==> config.mk <==
export PLATFORM = sky130hd
export DESIGN_NAME = ocp_sqrt
export DESIGN_NICKNAME = d
export VERILOG_FILES = /design/src/rtl/core/ocp_pkg.sv /design/src/rtl/core/ocp_sqrt.sv
export SDC_FILE = /design/constraint.sdc
export NUM_CORES = 1
export LEC_CHECK = 0
export ABC_CLOCK_PERIOD_IN_PS = 30000
export BUFFER_PORTS_ARGS = -buffer_cell sky130_fd_sc_hd__clkbuf_2
export CAP_MARGIN = 40
export CORE_ASPECT_RATIO = 1.1
export CORE_MARGIN = 8
export CORE_UTILIZATION = 43
export CTS_CLUSTER_SIZE = 20
export DETAILED_ROUTE_END_ITERATION = 8
export PLACE_DENSITY_LB_ADDON = 0.2
export SLEW_MARGIN = 10
export SYNTH_ARGS = -nofsm -noshare
export SYNTH_HDL_FRONTEND = slang
export SYNTH_SLANG_ARGS = --single-unit
==> constraint.sdc <==
create_clock -name clock -period 30 [get_ports clock]
set_clock_uncertainty 0.2 [all_clocks]
set_input_delay 3 -clock clock [delete_from_list [all_inputs] [get_ports clock]]
set_output_delay 3 -clock clock [all_outputs]
set_load 0.05 [all_outputs]
==> src/rtl/core/ocp_pkg.sv <==
// ---------------------------------------------------------------------------
// orbit camera position package
// shared widths, constants, key codes and the cordic arctangent table
// ---------------------------------------------------------------------------
package ocp_pkg;

   localparam int CORDIC_ITER_DEF = 16;
   localparam int CORDIC_W        = 36;

   localparam logic signed [CORDIC_W-1:0] PI_Q30      = CORDIC_W'(64'd3373259426);
   localparam logic signed [CORDIC_W-1:0] HALF_PI_Q30 = CORDIC_W'(64'd1686629713);
   localparam logic signed [CORDIC_W-1:0] GAIN_Q30    = CORDIC_W'(64'd652032874);

   localparam logic [1:0] KIND_LOAD    = 2'd0;
   localparam logic [1:0] KIND_KEY     = 2'd1;
   localparam logic [1:0] KIND_SPECIAL = 2'd2;
   localparam logic [1:0] KIND_NONE    = 2'd3;

   localparam logic [7:0] KEY_W_LO  = 8'h77;
   localparam logic [7:0] KEY_W_UP  = 8'h57;
   localparam logic [7:0] KEY_S_LO  = 8'h73;
   localparam logic [7:0] KEY_S_UP  = 8'h53;
   localparam logic [7:0] KEY_D_LO  = 8'h64;
   localparam logic [7:0] KEY_D_UP  = 8'h44;
   localparam logic [7:0] KEY_A_LO  = 8'h61;
   localparam logic [7:0] KEY_A_UP  = 8'h41;
   localparam logic [7:0] KEY_LEFT  = 8'd100;
   localparam logic [7:0] KEY_UP    = 8'd101;
   localparam logic [7:0] KEY_RIGHT = 8'd102;
   localparam logic [7:0] KEY_DOWN  = 8'd103;

   localparam logic [2:0] REG_ZOOM_STEP       = 3'd0;
   localparam logic [2:0] REG_ANGLE_STEP      = 3'd1;
   localparam logic [2:0] REG_PITCH_LIMIT     = 3'd2;
   localparam logic [2:0] REG_MIN_RADIUS      = 3'd3;
   localparam logic [2:0] REG_LOAD_MIN_RADIUS = 3'd4;

   localparam logic [30:0] ZOOM_STEP_RST       = 31'd327680;
   localparam logic [14:0] ANGLE_STEP_RST      = 15'd819;
   localparam logic [13:0] PITCH_LIMIT_RST     = 14'd12288;
   localparam logic [30:0] MIN_RADIUS_RST      = 31'd65536;
   localparam logic [30:0] LOAD_MIN_RADIUS_RST = 31'd6554;
   localparam logic [30:0] RADIUS_RST          = 31'd65536;
   localparam logic [30:0] MAX31               = 31'h7FFFFFFF;

   localparam logic signed [17:0] PI_Q13      = 18'sd25736;
   localparam logic signed [17:0] TWO_PI_Q13  = 18'sd51472;
   localparam logic signed [17:0] HALF_PI_Q13 = 18'sd12868;

   typedef struct packed {
      logic start;
      logic vector_mode;
   } ocp_cordic_ctl_type;

   function automatic logic [29:0] atan_q30(input logic [4:0] idx);
      unique case (idx)
         5'd0:  return 30'd843314856;
         5'd1:  return 30'd497837829;
         5'd2:  return 30'd263043836;
         5'd3:  return 30'd133525158;
         5'd4:  return 30'd67021686;
         5'd5:  return 30'd33543515;
         5'd6:  return 30'd16775850;
         5'd7:  return 30'd8388437;
         5'd8:  return 30'd4194282;
         5'd9:  return 30'd2097149;
         5'd10: return 30'd1048575;
         5'd11: return 30'd524287;
         5'd12: return 30'd262143;
         5'd13: return 30'd131071;
         5'd14: return 30'd65535;
         5'd15: return 30'd32767;
         5'd16: return 30'd16383;
         5'd17: return 30'd8191;
         5'd18: return 30'd4095;
         5'd19: return 30'd2047;
         5'd20: return 30'd1023;
         5'd21: return 30'd511;
         5'd22: return 30'd255;
         5'd23: return 30'd127;
         5'd24: return 30'd63;
         5'd25: return 30'd31;
         5'd26: return 30'd15;
         5'd27: return 30'd7;
         5'd28: return 30'd3;
         5'd29: return 30'd1;
         default: return 30'd0;
      endcase
   endfunction

endpackage

==> src/rtl/core/ocp_sqrt.sv <==
// ---------------------------------------------------------------------------
// ocp square root unit
// 64-bit integer square root, one result bit retired per cycle, 32 steps
// ---------------------------------------------------------------------------
module ocp_sqrt
   import ocp_pkg::*;
(
   input  logic        clock,
   input  logic        reset,
   input  logic        start,
   input  logic [63:0] value,
   output logic        done,
   output logic [31:0] root
);

   logic [63:0] rem_ff, res_ff, one_ff, trial;
   logic [4:0]  step_ff;
   logic        busy_ff, done_ff;

   assign trial = res_ff + one_ff;
   assign done  = done_ff;
   assign root  = res_ff[31:0];

   always_ff @(posedge clock) begin
      if (reset) begin
         busy_ff <= 1'b0;
         done_ff <= 1'b0;
         step_ff <= '0;
      end else begin
         done_ff <= busy_ff && !start && (step_ff == 5'd31);
         if (start) begin
            rem_ff  <= value;
            res_ff  <= '0;
            one_ff  <= 64'h4000_0000_0000_0000;
            step_ff <= '0;
            busy_ff <= 1'b1;
         end else if (busy_ff) begin
            if (rem_ff >= trial) begin
               rem_ff <= rem_ff - trial;
               res_ff <= (res_ff >> 1) + one_ff;
            end else begin
               res_ff <= res_ff >> 1;
            end
            one_ff  <= one_ff >> 2;
            step_ff <= step_ff + 5'd1;
            if (step_ff == 5'd31) begin
               busy_ff <= 1'b0;
            end
         end
      end
   end

endmodule

==> summary.txt <==
Worst setup path
  • CP max-delay cell: a211oi_1
  • Crit path from: res_ff[0]
  • R2R Path Start: res_ff[0]
  • Max incr delay on CP: 0.57 ns
  • Critical Path End Type: flop
  • Max FO, Critical Path: 36
  • Startpoint types: flop
  • Crit-path leading delay family: compound AO/OA/AOI/OAI gates
  • Critical Path RT: 29.94 ns
  • Crit path buffers/inverters: 3
  • Critical Setup Path Class: reg -> reg
  • Most frequent CP cell: a21oi_1
  • Crit path DAT: 7.30 ns

Timing
  • Max-slew headroom: 46.1%
  • Min Tclk post-route: 7.37 ns
  • Max Fclk: 136 MHz
  • Setup TNS: 0 ns
  • Max-slew violation count: 0
  • Final Hold Viols: 0
  • Worst Max-Slew Pin Slew: 0.809 ns
  • RSZ-0062 raised after global routing: no
  • Setup violations, final: 0
  • Final period util: 24.6%

Global route
  • Vias in the first global route: 13000
  • First-pass GRT wire length: 70200 um
  • Largest net degree at the start of global routing: 78
  • Initial antenna violation count: 0
  • Grt ovf: 0
  • Tot GR Track Use: 20.9%

Finish
  • Multi-input gate area: 9610 um2
  • Share of layout cells above drive strength 1: 10.8%
  • Flip-flop and latch area: 4940 um2
  • # nets final: 1987
  • Fillers: 3456
  • Area Growth Syn to Fin: 8.20%
  • N_diodes: 0

Floorplanning
  • Initial Utilization: 43.4%
  • Ports: 100
  • Placeable Area: 35000 um2
  • Row count: 72
  • Die Span X: 195 um
  • Die height: 213 um
  • Die area: 41500 um2

Power
  • P_sw: 452 uW
  • Clock Power Share: 21.4%
  • Part of the power in combinational logic: 47.9%
  • P_int: 613 uW
  • VDD IR max: 0.0000417 V
  • Final total power: 1060 uW
  • Leakage: 0.00632 uW
  • Sw frac: 42.4%
  • Pwr/cell area: 64.9 nW/um2
  • Seq pwr share: 30.6%

Routing
  • TritonRoute pass-1 iters: 5
  • Drt wl/cell: 19.4 um
  • Initial DRC Count: 862
  • DRC viols: 0
  • DR vias: 13200
  • Final ANT Viol Nets: 0
  • Routed WL: 43500 um
  • Vias per cell: 5.89

Synthesis
  • Synth Net Count: 1955
  • Seq cells post-synth: 167
  • Simple-gate share of the synthesized area: 17.4%
  • Post-synthesis xor/xnor area fraction: 9.82%
  • Largest family of logic cells by synthesized area: compound AO/OA/AOI/OAI gates
  • Average cell area after synthesis: 8.64 um2
  • Post-synthesis instance area: 15200 um2
  • Synth Area in Compound Gates: 24.5%
  • Synth area leader: edfxtp_1
  • Syn Inst Count: 1755
  • Sequential area share after synthesis: 32.6%
  • Post-synth EDFFs: 160
  • Synth top area cells: edfxtp_1 32%, ha_1 11%, nand2_1 5.6%
  • Asr flop ratio synth: 0%
  • YS warnings: 0
  • Dominant synthesized flop cell: edfxtp_1
  • Proportion of synthesized area in mux cells: 0.429%
  • Synth cell types: 75
  • Synth top area share: 31.7%
  • Post-Synth Adder-Cell Area: 11.0%

CTS
  • CTS tree: built
  • CTS H-tree depth: 4
  • Post-CTS Setup Bufs: 0
  • Hold bufs inserted after CTS: 0
  • Max clock buf depth: 2
  • Clk_lat worst skew: 0.46 ns
  • Num CTS Buffers: 17
  • Clk sinks: 167
  • Clock Pin Slew Worst Setup and Hold Paths: 0.07 ns
  • Clock root buffer: clkbuf_16
  • PostCTS Resize Cnt: 0

Placed design
  • PortBufs: 99
  • Final Wtd Congestion: 0.948
  • Final HPWL DP: 33200 um

Status
  • Outcome: complete, no violations

Run
  • Max-capacitance violation count: 0

Worst hold path
  • Hold Crit Start: step_ff[4]
  • Hold Crit Class: reg -> reg
final cells by class:
| type | instances | area share (%) |
|---|---|---|
| multi-input cells | 1455 | 58.6 |
| inverters | 38 | 0.869 |
| clock buffers | 18 | 2.62 |
| well taps | 444 | 3.39 |
| flip-flops and latches | 167 | 30.1 |
| clock inverters | 14 | 0.915 |
| repair buffers | 108 | 3.53 |
stage by stage:
step | setup WS, ns | std cells | hold WS, ns | instance area [um2] | utilization [%]
after CTS | 22.66 | 2244 | 0.322 | 16400 | 47.0
after global placement | 22.18 | 2210 | 0.282 | 15800 | 45.2
final | 22.63 | 2244 | 0.312 | 16400 | 47.0
after global routing | 22.10 | 2244 | 0.355 | 16400 | 47.0
after floorplan | 16.97 | 1755 | 0.267 | 15200 | -
after detailed placement | 22.68 | 2212 | 0.305 | 15800 | 45.3
path summary, 6_finish.rpt:
path | endpoint | slack, ns | cells after the start
max | rem_ff[0] | 22.63 | 25
min | step_ff[4] | 0.31 | 2
max reg2reg | rem_ff[0] | 22.63 | 25
min reg2reg | step_ff[4] | 0.31 | 2
synthesized netlist by cell type (all sizes together) (37+ instances only):
library cell    n
a211oi         42
a21o           49
a21oi         120
a31oi          66
buf            47
clkbuf         48
edfxtp        160
ha            132
inv            37
nand2         227
nand4          38
nor2          131
nor2b          44
o21ai         173
o21bai         39
xnor2          78
xor2           92
metal layers:
| metal | vias to the layer above | GRT usage, % | routed length (um) |
|---|---|---|---|
| li1 | 6558 | - | - |
| met1 | 6272 | 27.3 | 20300 |
| met2 | 324 | 35.0 | 20300 |
| met3 | 64 | 3.20 | 1840 |
| met4 | 0 | 7.11 | 1080 |
| met5 | - | 0 | 0 |
worst min-delay path: cells and delay by family (launching register included):
kind / cells / cell delay, ns
DFF: 1 / 0.34
muxes: 1 / 0.07
and+or+nand+nor: 1 / 0.07
registers in the layout, summed over array words and instances (netlist names):
signal,cells
rem_ff,64
res_ff,64
one_ff,32
step_ff,5
busy_ff,1
done,1
kinds of logic after synthesis:
group           after synthesis
buf+inv                     133
xor+xnor                    170
simple gates                567
fa+ha+maj                   133
mux                           6
flops                       167
compound gates              579
power groups by stage:
| stage | clock network [uW] | logic, uW | registers (uW) |
|---|---|---|---|
| after floorplan | 0 | 394 | 320 |
| after global placement | 0 | 501 | 331 |
| after detailed placement | 0 | 505 | 331 |
| after CTS | 233 | 508 | 326 |
| after global routing | 239 | 567 | 330 |
| final | 228 | 511 | 326 |
layout by cell type, fill, tap and decap left out, types with 5 or more instances in the layout:
| cell type | Yosys | final |
|---|---|---|
| ha_1 | 132 | 132 |
| a31oi_1 | 66 | 66 |
| nand3_1 | 31 | 31 |
| o211ai_1 | 6 | 6 |
| a31o_2 | 15 | 15 |
| a21oi_1 | 118 | 118 |
| dfxtp_1 | 7 | 7 |
| a211oi_1 | 37 | 37 |
| xor2_1 | 92 | 92 |
| o31ai_1 | 8 | 8 |
| a21boi_0 | 8 | 7 |
| nor2b_1 | 44 | 44 |
| nand2_1 | 227 | 227 |
| o21ai_0 | 165 | 165 |
| o21bai_1 | 37 | 37 |
| xnor2_1 | 78 | 78 |
| nor3_1 | 15 | 15 |
| clkbuf_16 | 0 | 17 |
| clkbuf_2 | 0 | 98 |
| nand2b_1 | 9 | 9 |
| or3_1 | 22 | 22 |
| a21o_1 | 49 | 49 |
| a211oi_2 | 5 | 5 |
| nand4_1 | 36 | 36 |
| o21a_1 | 13 | 13 |
| and3_1 | 19 | 19 |
| edfxtp_1 | 160 | 160 |
| and2_1 | 8 | 8 |
| o21ba_2 | 5 | 5 |
| nor2_1 | 130 | 129 |
| inv_1 | 37 | 37 |
| buf_4 | 34 | 7 |
| o21ai_1 | 7 | 7 |
No activity file was read; power rests on OpenSTA's default activity.
