$ cat src/rtl/core/ocp_pkg.sv
// ---------------------------------------------------------------------------
// orbit camera position package
// shared widths, constants, key codes and the cordic arctangent table
// ---------------------------------------------------------------------------
package ocp_pkg;

   localparam int CORDIC_ITER_DEF = 16;
   localparam int CORDIC_W        = 36;

   localparam logic signed [CORDIC_W-1:0] PI_Q30      = CORDIC_W'(64'd3373259426);
   localparam logic signed [CORDIC_W-1:0] HALF_PI_Q30 = CORDIC_W'(64'd1686629713);
   localparam logic signed [CORDIC_W-1:0] GAIN_Q30    = CORDIC_W'(64'd652032874);

   localparam logic [1:0] KIND_LOAD    = 2'd0;
   localparam logic [1:0] KIND_KEY     = 2'd1;
   localparam logic [1:0] KIND_SPECIAL = 2'd2;
   localparam logic [1:0] KIND_NONE    = 2'd3;

   localparam logic [7:0] KEY_W_LO  = 8'h77;
   localparam logic [7:0] KEY_W_UP  = 8'h57;
   localparam logic [7:0] KEY_S_LO  = 8'h73;
   localparam logic [7:0] KEY_S_UP  = 8'h53;
   localparam logic [7:0] KEY_D_LO  = 8'h64;
   localparam logic [7:0] KEY_D_UP  = 8'h44;
   localparam logic [7:0] KEY_A_LO  = 8'h61;
   localparam logic [7:0] KEY_A_UP  = 8'h41;
   localparam logic [7:0] KEY_LEFT  = 8'd100;
   localparam logic [7:0] KEY_UP    = 8'd101;
   localparam logic [7:0] KEY_RIGHT = 8'd102;
   localparam logic [7:0] KEY_DOWN  = 8'd103;

   localparam logic [2:0] REG_ZOOM_STEP       = 3'd0;
   localparam logic [2:0] REG_ANGLE_STEP      = 3'd1;
   localparam logic [2:0] REG_PITCH_LIMIT     = 3'd2;
   localparam logic [2:0] REG_MIN_RADIUS      = 3'd3;
   localparam logic [2:0] REG_LOAD_MIN_RADIUS = 3'd4;

   localparam logic [30:0] ZOOM_STEP_RST       = 31'd327680;
   localparam logic [14:0] ANGLE_STEP_RST      = 15'd819;
   localparam logic [13:0] PITCH_LIMIT_RST     = 14'd12288;
   localparam logic [30:0] MIN_RADIUS_RST      = 31'd65536;
   localparam logic [30:0] LOAD_MIN_RADIUS_RST = 31'd6554;
   localparam logic [30:0] RADIUS_RST          = 31'd65536;
   localparam logic [30:0] MAX31               = 31'h7FFFFFFF;

   localparam logic signed [17:0] PI_Q13      = 18'sd25736;
   localparam logic signed [17:0] TWO_PI_Q13  = 18'sd51472;
   localparam logic signed [17:0] HALF_PI_Q13 = 18'sd12868;

   typedef struct packed {
      logic start;
      logic vector_mode;
   } ocp_cordic_ctl_type;

   function automatic logic [29:0] atan_q30(input logic [4:0] idx);
      unique case (idx)
         5'd0:  return 30'd843314856;
         5'd1:  return 30'd497837829;
         5'd2:  return 30'd263043836;
         5'd3:  return 30'd133525158;
         5'd4:  return 30'd67021686;
         5'd5:  return 30'd33543515;
         5'd6:  return 30'd16775850;
         5'd7:  return 30'd8388437;
         5'd8:  return 30'd4194282;
         5'd9:  return 30'd2097149;
         5'd10: return 30'd1048575;
         5'd11: return 30'd524287;
         5'd12: return 30'd262143;
         5'd13: return 30'd131071;
         5'd14: return 30'd65535;
         5'd15: return 30'd32767;
         5'd16: return 30'd16383;
         5'd17: return 30'd8191;
         5'd18: return 30'd4095;
         5'd19: return 30'd2047;
         5'd20: return 30'd1023;
         5'd21: return 30'd511;
         5'd22: return 30'd255;
         5'd23: return 30'd127;
         5'd24: return 30'd63;
         5'd25: return 30'd31;
         5'd26: return 30'd15;
         5'd27: return 30'd7;
         5'd28: return 30'd3;
         5'd29: return 30'd1;
         default: return 30'd0;
      endcase
   endfunction

endpackage

$ cat src/rtl/core/ocp_cordic.sv
// ---------------------------------------------------------------------------
// ocp cordic unit
// shared rotation (sine, cosine) and vectoring (arctangent) engine
// ---------------------------------------------------------------------------
module ocp_cordic
   import ocp_pkg::*;
#(
   parameter int CORDIC_ITERATIONS = CORDIC_ITER_DEF
)
(
   input  logic                       clock,
   input  logic                       reset,
   input  ocp_cordic_ctl_type         ctl,
   input  logic signed [15:0]         angle,
   input  logic signed [CORDIC_W-1:0] vec_x,
   input  logic signed [CORDIC_W-1:0] vec_y,
   output logic                       done,
   output logic signed [CORDIC_W-1:0] cos_out,
   output logic signed [CORDIC_W-1:0] sin_out,
   output logic signed [15:0]         angle_out
);

   localparam int IW = (CORDIC_ITERATIONS > 1) ? $clog2(CORDIC_ITERATIONS) : 1;

   logic signed [CORDIC_W-1:0] x_ff, y_ff, z_ff;
   logic signed [CORDIC_W-1:0] xs, ys, at, x_nx, y_nx, z_nx, z_ang, z_rnd;
   logic [IW-1:0]              iter_ff;
   logic                       busy_ff, done_ff, vec_ff, neg_ff, zero_ff, dir;

   assign z_ang = $signed({{(CORDIC_W-33){angle[15]}}, angle, 17'd0});
   assign xs    = x_ff >>> iter_ff;
   assign ys    = y_ff >>> iter_ff;
   assign at    = $signed({{(CORDIC_W-30){1'b0}}, atan_q30(5'(iter_ff))});
   // rotate toward zero residual angle, or toward zero y when vectoring
   assign dir   = vec_ff ? y_ff[CORDIC_W-1] : !z_ff[CORDIC_W-1];
   assign x_nx  = dir ? x_ff - ys : x_ff + ys;
   assign y_nx  = dir ? y_ff + xs : y_ff - xs;
   assign z_nx  = dir ? z_ff - at : z_ff + at;
   assign z_rnd = (z_nx + CORDIC_W'(65536)) >>> 17;
   assign done  = done_ff;

   always_ff @(posedge clock) begin
      if (reset) begin
         busy_ff <= 1'b0;
         done_ff <= 1'b0;
         iter_ff <= '0;
      end else begin
         done_ff <= !ctl.start && busy_ff && (iter_ff == IW'(CORDIC_ITERATIONS - 1));
         if (ctl.start) begin
            busy_ff <= 1'b1;
            iter_ff <= '0;
            vec_ff  <= ctl.vector_mode;
            zero_ff <= (vec_x == '0) && (vec_y == '0);
            if (ctl.vector_mode) begin
               neg_ff <= 1'b0;
               if (vec_x[CORDIC_W-1] && !vec_y[CORDIC_W-1]) begin
                  x_ff <= vec_y;
                  y_ff <= -vec_x;
                  z_ff <= HALF_PI_Q30;
               end else if (vec_x[CORDIC_W-1]) begin
                  x_ff <= -vec_y;
                  y_ff <= vec_x;
                  z_ff <= -HALF_PI_Q30;
               end else begin
                  x_ff <= vec_x;
                  y_ff <= vec_y;
                  z_ff <= '0;
               end
            end else begin
               x_ff <= GAIN_Q30;
               y_ff <= '0;
               if (z_ang > HALF_PI_Q30) begin
                  z_ff   <= z_ang - PI_Q30;
                  neg_ff <= 1'b1;
               end else if (z_ang < -HALF_PI_Q30) begin
                  z_ff   <= z_ang + PI_Q30;
                  neg_ff <= 1'b1;
               end else begin
                  z_ff   <= z_ang;
                  neg_ff <= 1'b0;
               end
            end
         end else if (busy_ff) begin
            x_ff    <= x_nx;
            y_ff    <= y_nx;
            z_ff    <= z_nx;
            iter_ff <= iter_ff + 1'b1;
            if (iter_ff == IW'(CORDIC_ITERATIONS - 1)) begin
               busy_ff   <= 1'b0;
               cos_out   <= neg_ff ? -x_nx : x_nx;
               sin_out   <= neg_ff ? -y_nx : y_nx;
               angle_out <= zero_ff ? 16'sd0 : z_rnd[15:0];
            end
         end
      end
   end

endmodule

$ cat config.mk
export PLATFORM = sky130hd
export DESIGN_NAME = ocp_cordic
export DESIGN_NICKNAME = d
export VERILOG_FILES = /design/src/rtl/core/ocp_pkg.sv /design/src/rtl/core/ocp_cordic.sv
export SDC_FILE = /design/constraint.sdc
export NUM_CORES = 1
export LEC_CHECK = 0
export BUFFER_PORTS_ARGS = -buffer_cell sky130_fd_sc_hd__buf_2
export CORE_MARGIN = 2
export CORE_UTILIZATION = 30
export CTS_BUF_LIST = sky130_fd_sc_hd__clkbuf_4
export CTS_CLUSTER_SIZE = 8
export DETAILED_ROUTE_END_ITERATION = 10
export PLACE_DENSITY = 0.53
export REMOVE_ABC_BUFFERS = 1
export SETUP_SLACK_MARGIN = 0.3
export SYNTH_ARGS = -nofsm -noshare
export SYNTH_HDL_FRONTEND = slang
export SYNTH_SLANG_ARGS = --single-unit
$ cat constraint.sdc
create_clock -name clock -period 12.1 [get_ports clock]
set_clock_uncertainty 0.2 [all_clocks]
set_input_delay 1.21 -clock clock [delete_from_list [all_inputs] [get_ports clock]]
set_output_delay 1.21 -clock clock [all_outputs]
set_load 0.02 [all_outputs]
==> results.toml, run 1 <==
[status]
status = "completed"

[yosys]
avgSynthCellArea_sq_um = 8.45
synth_common_cells = "nand2_1 (276), a21oi_1 (275), nor2_1 (245)"
ys_warn_count = 0
synth_top_cell_by_area = "edfxtp_1"
ys_async_sr_fraction_pct = 0
synth_area_sq_um = 25700
yosysSeqAreaShare_pct = 26.0
syn_inst = 3039
synth-edff-count = 199
synthDistinctLibCells = 101
synth.area.top_cells = "edfxtp_1 (23%), xnor2_1 (6.3%), ha_1 (6.1%)"
synth_top_flop_cell = "edfxtp_1"
ys_seq_elements = 234
synth_top_area_share_pct = 23.3
yosysMostFrequentCell = "nand2_1"

[timing]
fin_crit_ps = 8050
holdWs_ps = 565
rsz0062_at_grt = "false"
setup_viol = 0
period_share_pct = 66.5
max_freq_ghz = 0.124
tightestPinTransition_ps = 964
fin_ws_ps = 4050
hold_viol = 0
fin_setup_tns_ps = 0
drv_slew = 0
relSlewSlack_pct = 35.7

[hold_path]
hold_path.class = "reg -> reg"

[worst_setup_path]
cp.required_ps = 12410
worstSetupPathType = "reg -> reg"
reg2reg_slack_ps = 4050
cp_data_arrival_time_ps = 8360
critPathMaxFanout = 52
cp-end-kind = "flip-flop"
cp-start-kind = "flip-flop"

[place]
hpwl_um = 70400
gp_congestion = 0.918
post_dp_cell_area_sq_um = 27500
pre_cts_ws_ps = 4150
portBuffers = 180

[clock_tree]
clkLatencyLatePin_ps = 830
numCtsBuffers = 76
post-cts-setup-buffers = 0
postCtsHoldBufs = 0
cts_tree = "built"
htreeDepth = 3
clk_path_buf_depth = 3
post_cts_resized = 0
clk_pin_slew_ps = 70
clock_sink_count = 234
cts-root-buf = "clkbuf_4"

[power_and_ir_drop]
ir_drop_uv = 119
power_density_nw_per_um2 = 324
leakagePower_nw = 10.7

[floorplanning]
dieArea_sq_um = 88000
rows = 107
core-area_sq_um = 85000
start_util_pct = 30.2
pin_count = 181
die_width_um = 297
die_h_um = 297

[route]
drc = 0
ant_nets = 0
via_per_inst = 5.63
initialDrtViolationCount = 1742
finalWirelength_um = 92700
drt-wirelength-per-cell_um = 21.3
vias = 24500
first_pass_iters = 5

[global_routing]
antenna_found_initial = 2
grt_overflow_total = 0
grt_pass1_vias = 23300
grt_usage_pct = 20.4
grt_max_degree = 76
grt_first_pass_wirelength_um = 139000

[finish]
fin_area_sq_um = 28400
finish.utilization_pct = 33.4
multi_input_comb_area_sq_um = 18000
fill_cells = 9038
final-seq-area_sq_um = 6690
layout-drive-gt1-share_pct = 14.1
area_delta_synth_final_pct = 10.7
finalNetCount = 3364

[flow_run]
maxCapViolations = 0
registers in the layout (all words and copies together), names as in the netlist:
| name | flops |
|---|---|
| vec_ff | 1 |
| zero_ff | 1 |
| z_ff | 36 |
| angle_out | 16 |
| y_ff | 36 |
| neg_ff | 1 |
| x_ff | 36 |
| cos_out | 36 |
| busy_ff | 1 |
| iter_ff | 4 |
| done | 1 |
| at | 29 |
| sin_out | 36 |
kinds of logic (layout without fill, tap and decap cells):
logic type      Yosys count  count (layout)  synth area share [%]
compound gates          985             985                  24.5
simple gates            953             953                  18.0
xor+xnor                317             317                  10.9
buf+inv                 258             419                  4.25
flops                   234             234                  26.0
mux                     164             164                  10.1
fa+ha+maj               128             128                  6.32
other cells               0               5                     0
final timing paths:
kind / from / to / cells after the start
worst min register to register: y_ff[0]$_DFFE_PP_ / sin_out[0]$_DFFE_PP_ / 1
worst max register to register: iter_ff[1]$_SDFFE_PP0P_ / sin_out[32]$_DFFE_PP_ / 21
worst max-delay path: iter_ff[1]$_SDFFE_PP0P_ / sin_out[32]$_DFFE_PP_ / 21
worst min-delay path: y_ff[0]$_DFFE_PP_ / sin_out[0]$_DFFE_PP_ / 1
where the power goes:
part,internal [mW],switching [mW]
clock,0.425,0.424
sequential,1.30,0.261
combinational,2.60,4.19
total,4.33,4.88
cell usage in the layout, fill, tap and decap left out, drive strengths merged, types with 14 or more instances in the layout:
cell type	n
mux4	67
o211ai	22
a211oi	28
and2	26
o22a	22
xnor2	186
nor2	245
nor2b	23
or4	25
a21oi	276
nor4	20
o21ai	231
mux2i	62
nand4	28
ha	125
dfxtp	35
mux2	35
and3	29
edfxtp	199
buf	204
xor2	130
nor3	71
or2	23
o31ai	59
o41ai	14
or3	30
nand3	82
a31oi	37
inv	82
nand2	276
a21o	68
nand2b	26
o22ai	47
clkbuf	98
clkinv	33
o21a	36
o21bai	14
metal layers:
metal	GRT usage, %	routed length (um)	vias up
li1	-	-	11800
met5	0	13	-
met3	3.01	5560	153
met2	34.3	43700	820
met1	26.9	40800	11800
met4	6.61	2660	2
metrics by stage:
step,total power [mW],std cells
after floorplan,6.48,2862
after global placement,8.26,4210
after detailed placement,8.25,4210
after CTS,9.17,4344
after global routing,9.97,4349
final,9.21,4349
cell type report:
cell class / instances / share of cell area (%)
multi-input cells: 2547 / 63.2
flip-flops and latches: 234 / 23.5
well taps: 1144 / 5.04
repair buffers: 204 / 3.81
clock buffers: 98 / 2.59
inverters: 81 / 1.07
clock inverters: 36 / 0.753
diodes: 5 / 0.0440
critical path, stage by stage, from the launching register on:
cell	delay, ps
dfxtp_4	820
buf_4	600
mux4_1	680
mux2_2	310
a21oi_1	190
ha_1	200
a21boi_0	620
nand3_1	220
nor3_1	440
nor2_1	100
xor2_1	170
ha_1	380
a21o_1	220
a21o_1	200
a2111o_1	430
a32oi_1	170
o21ai_0	170
xnor2_1	320
nand4_1	300
nor4_1	570
a21oi_1	140
xnor3_1	220
Power figures use the tool's default switching activity.
==> run 2: changes to the inputs <==
--- a/config.mk
+++ b/config.mk
@@ -11,7 +11,7 @@
 export CTS_BUF_LIST = sky130_fd_sc_hd__clkbuf_4
 export CTS_CLUSTER_SIZE = 8
 export DETAILED_ROUTE_END_ITERATION = 10
-export PLACE_DENSITY = 0.53
+export PLACE_DENSITY = 0.55
 export REMOVE_ABC_BUFFERS = 1
 export SETUP_SLACK_MARGIN = 0.3
 export SYNTH_ARGS = -nofsm -noshare
==> constraint.sdc (replaced) <==
create_clock -name clock -period 6.47 [get_ports clock]
set_clock_uncertainty 0.2 [all_clocks]
set_input_delay 0.647 -clock clock [delete_from_list [all_inputs] [get_ports clock]]
set_output_delay 0.647 -clock clock [all_outputs]
set_load 0.02 [all_outputs]
==> results.toml, run 2 (same netlist as run 1, synthesis figures left out) <==
[place]
post_dp_cell_area_sq_um = 28400
hpwl_um = 72700
pre_cts_ws_ps = -250
place_inst = 4332
gp_congestion = 0.945
portBuffers = 180

[clock_tree]
clock_sink_count = 234
numCtsBuffers = 78
htreeDepth = 3
clk_pin_slew_ps = 70
clkLatencyLatePin_ps = 910
cts-root-buf = "clkbuf_4"
cts_tree = "built"
clk_path_buf_depth = 3

[route]
routed.top_layer = "met5"
drt-met1-wl_um = 41400
initialDrtViolationCount = 2184
finalWirelength_um = 95900
via_per_inst = 5.61
vias = 25500
drt-wirelength-per-cell_um = 21.1
ant_nets = 0
dr_wl_met3_um = 5810
wl_met2_um = 45100
drc = 0
first_pass_iters = 5

[timing]
holdWs_ps = 71.5
setup_viol = 0
fin_setup_tns_ps = 0
period_share_pct = 93.2
drv_slew = 0
fin_ws_ps = 438
relSlewSlack_pct = 6.59
rsz0062_at_grt = "true"
hold_viol = 0
fin_crit_ps = 6030
max_freq_ghz = 0.166
tightestPinTransition_ps = 1400

[global_routing]
antenna_found_initial = 7
grt_first_pass_wirelength_um = 143000
grt_overflow_total = 0
grt_max_degree = 53
grt_usage_pct = 21.1
grt_pass1_vias = 24100

[finish]
layout-drive-gt1-share_pct = 23.0
stdcell_count = 4546
finish.utilization_pct = 36.4
final_cell_mix = "nand2_1 (271), a21oi_1 (257), nor2_1 (237)"
finalNetCount = 3558
layout_commonest_cell = "nand2_1"
fill_cells = 8865
fin_area_sq_um = 30900
area_delta_synth_final_pct = 20.3

[power_and_ir_drop]
power_density_nw_per_um2 = 650
leakagePower_nw = 11.8
totalPowerFinal_mw = 20.1
ir_drop_uv = 372

[floorplanning]
rows = 107
die_h_um = 297
dieArea_sq_um = 88000
start_util_pct = 30.2
die_width_um = 297
core-area_sq_um = 85000
pin_count = 181

[worst_setup_path]
cp_cell_sequence = "buf_6 -> mux4_1 -> mux4_2 -> nor2_1 -> and3_1 -> inv_1 -> nor4_4 -> buf_4 -> a21oi_1 -> xnor2_1 -> ha_2 -> a21o_1 -> a31o_2 -> or4_4 -> o21a_1 -> a311o_1 -> nand2_2 -> xor2_2 -> buf_6 -> nand3_1 -> o31ai_2 -> xor2_1"
crit_top_cell = "buf_6"
cpPeakStageDelay_ps = 660
cp-start-kind = "flip-flop"
cp-end-kind = "flip-flop"
critPathMaxFanout = 7
crit_buf_inv = 4
cp_data_arrival_time_ps = 6430
worstSetupPathType = "reg -> reg"
critPathTopFamily = "compound AO/OA/AOI/OAI gates"
cp.required_ps = 6870
worst_path_max_delay_cell = "mux4_1"

[status]
status = "completed"

[flow_run]
maxCapViolations = 0

[hold_path]
hold_path.class = "in -> reg"
[run 2: layout make-up]
type	instances	area (sq um)	area share, %
multi-input combinational	2547	18800	60.8
clock inverter	37	244	0.790
tap	1144	1430	4.63
clock buffer	102	766	2.48
antenna	5	12.5	0.0405
timing repair buffer	396	2680	8.66
sequential	234	6690	21.6
inverter	81	304	0.984
[run 2: worst paths after layout]
path	from	to	slack, ps	cells past startpoint
worst min-delay path	vec_y[11]	y_ff[11]$_DFFE_PP_	70	3
worst min register to register	y_ff[0]$_DFFE_PP_	sin_out[0]$_DFFE_PP_	530	1
worst max-delay path	iter_ff[1]$_SDFFE_PP0P_	cos_out[33]$_DFFE_PP_	440	22
worst max register to register	iter_ff[1]$_SDFFE_PP0P_	cos_out[33]$_DFFE_PP_	440	22
[run 2: what timing repair did]
item / in CTS / in global routing
buffers inserted: 12 / 41
resized for setup: 27 / 185
endpoints found under the setup margin: 27 / 42
hold buffers: 16 / 0
gates cloned: 0 / 1
pin swaps: 4 / 48
hold endpoints to repair: 19 / 0
[run 2: where the power goes]
group	total [mW]	switching [mW]	internal (mW)
combinational	15.6	8.97	6.59
sequential	2.88	0.436	2.44
clock	1.67	0.833	0.834
[run 2: per-layer routing]
metal  vias up  track usage, %
met3       208            2.71
met5         -               0
li1      12100               -
met1     12300            27.8
met2       905            35.3
met4         2            7.66
[run 2: worst reg2reg max path, delay by kind of cell (launching register included)]
kind / cells / cell delay, ps
AO/OA/AOI/OAI: 6 / 1350
AND/OR/NAND/NOR: 6 / 1240
multiplexers: 2 / 1190
buffers and inverters: 4 / 540
XOR/XNOR: 3 / 470
flip-flops: 1 / 400
adder cells (fa/ha/maj): 1 / 350
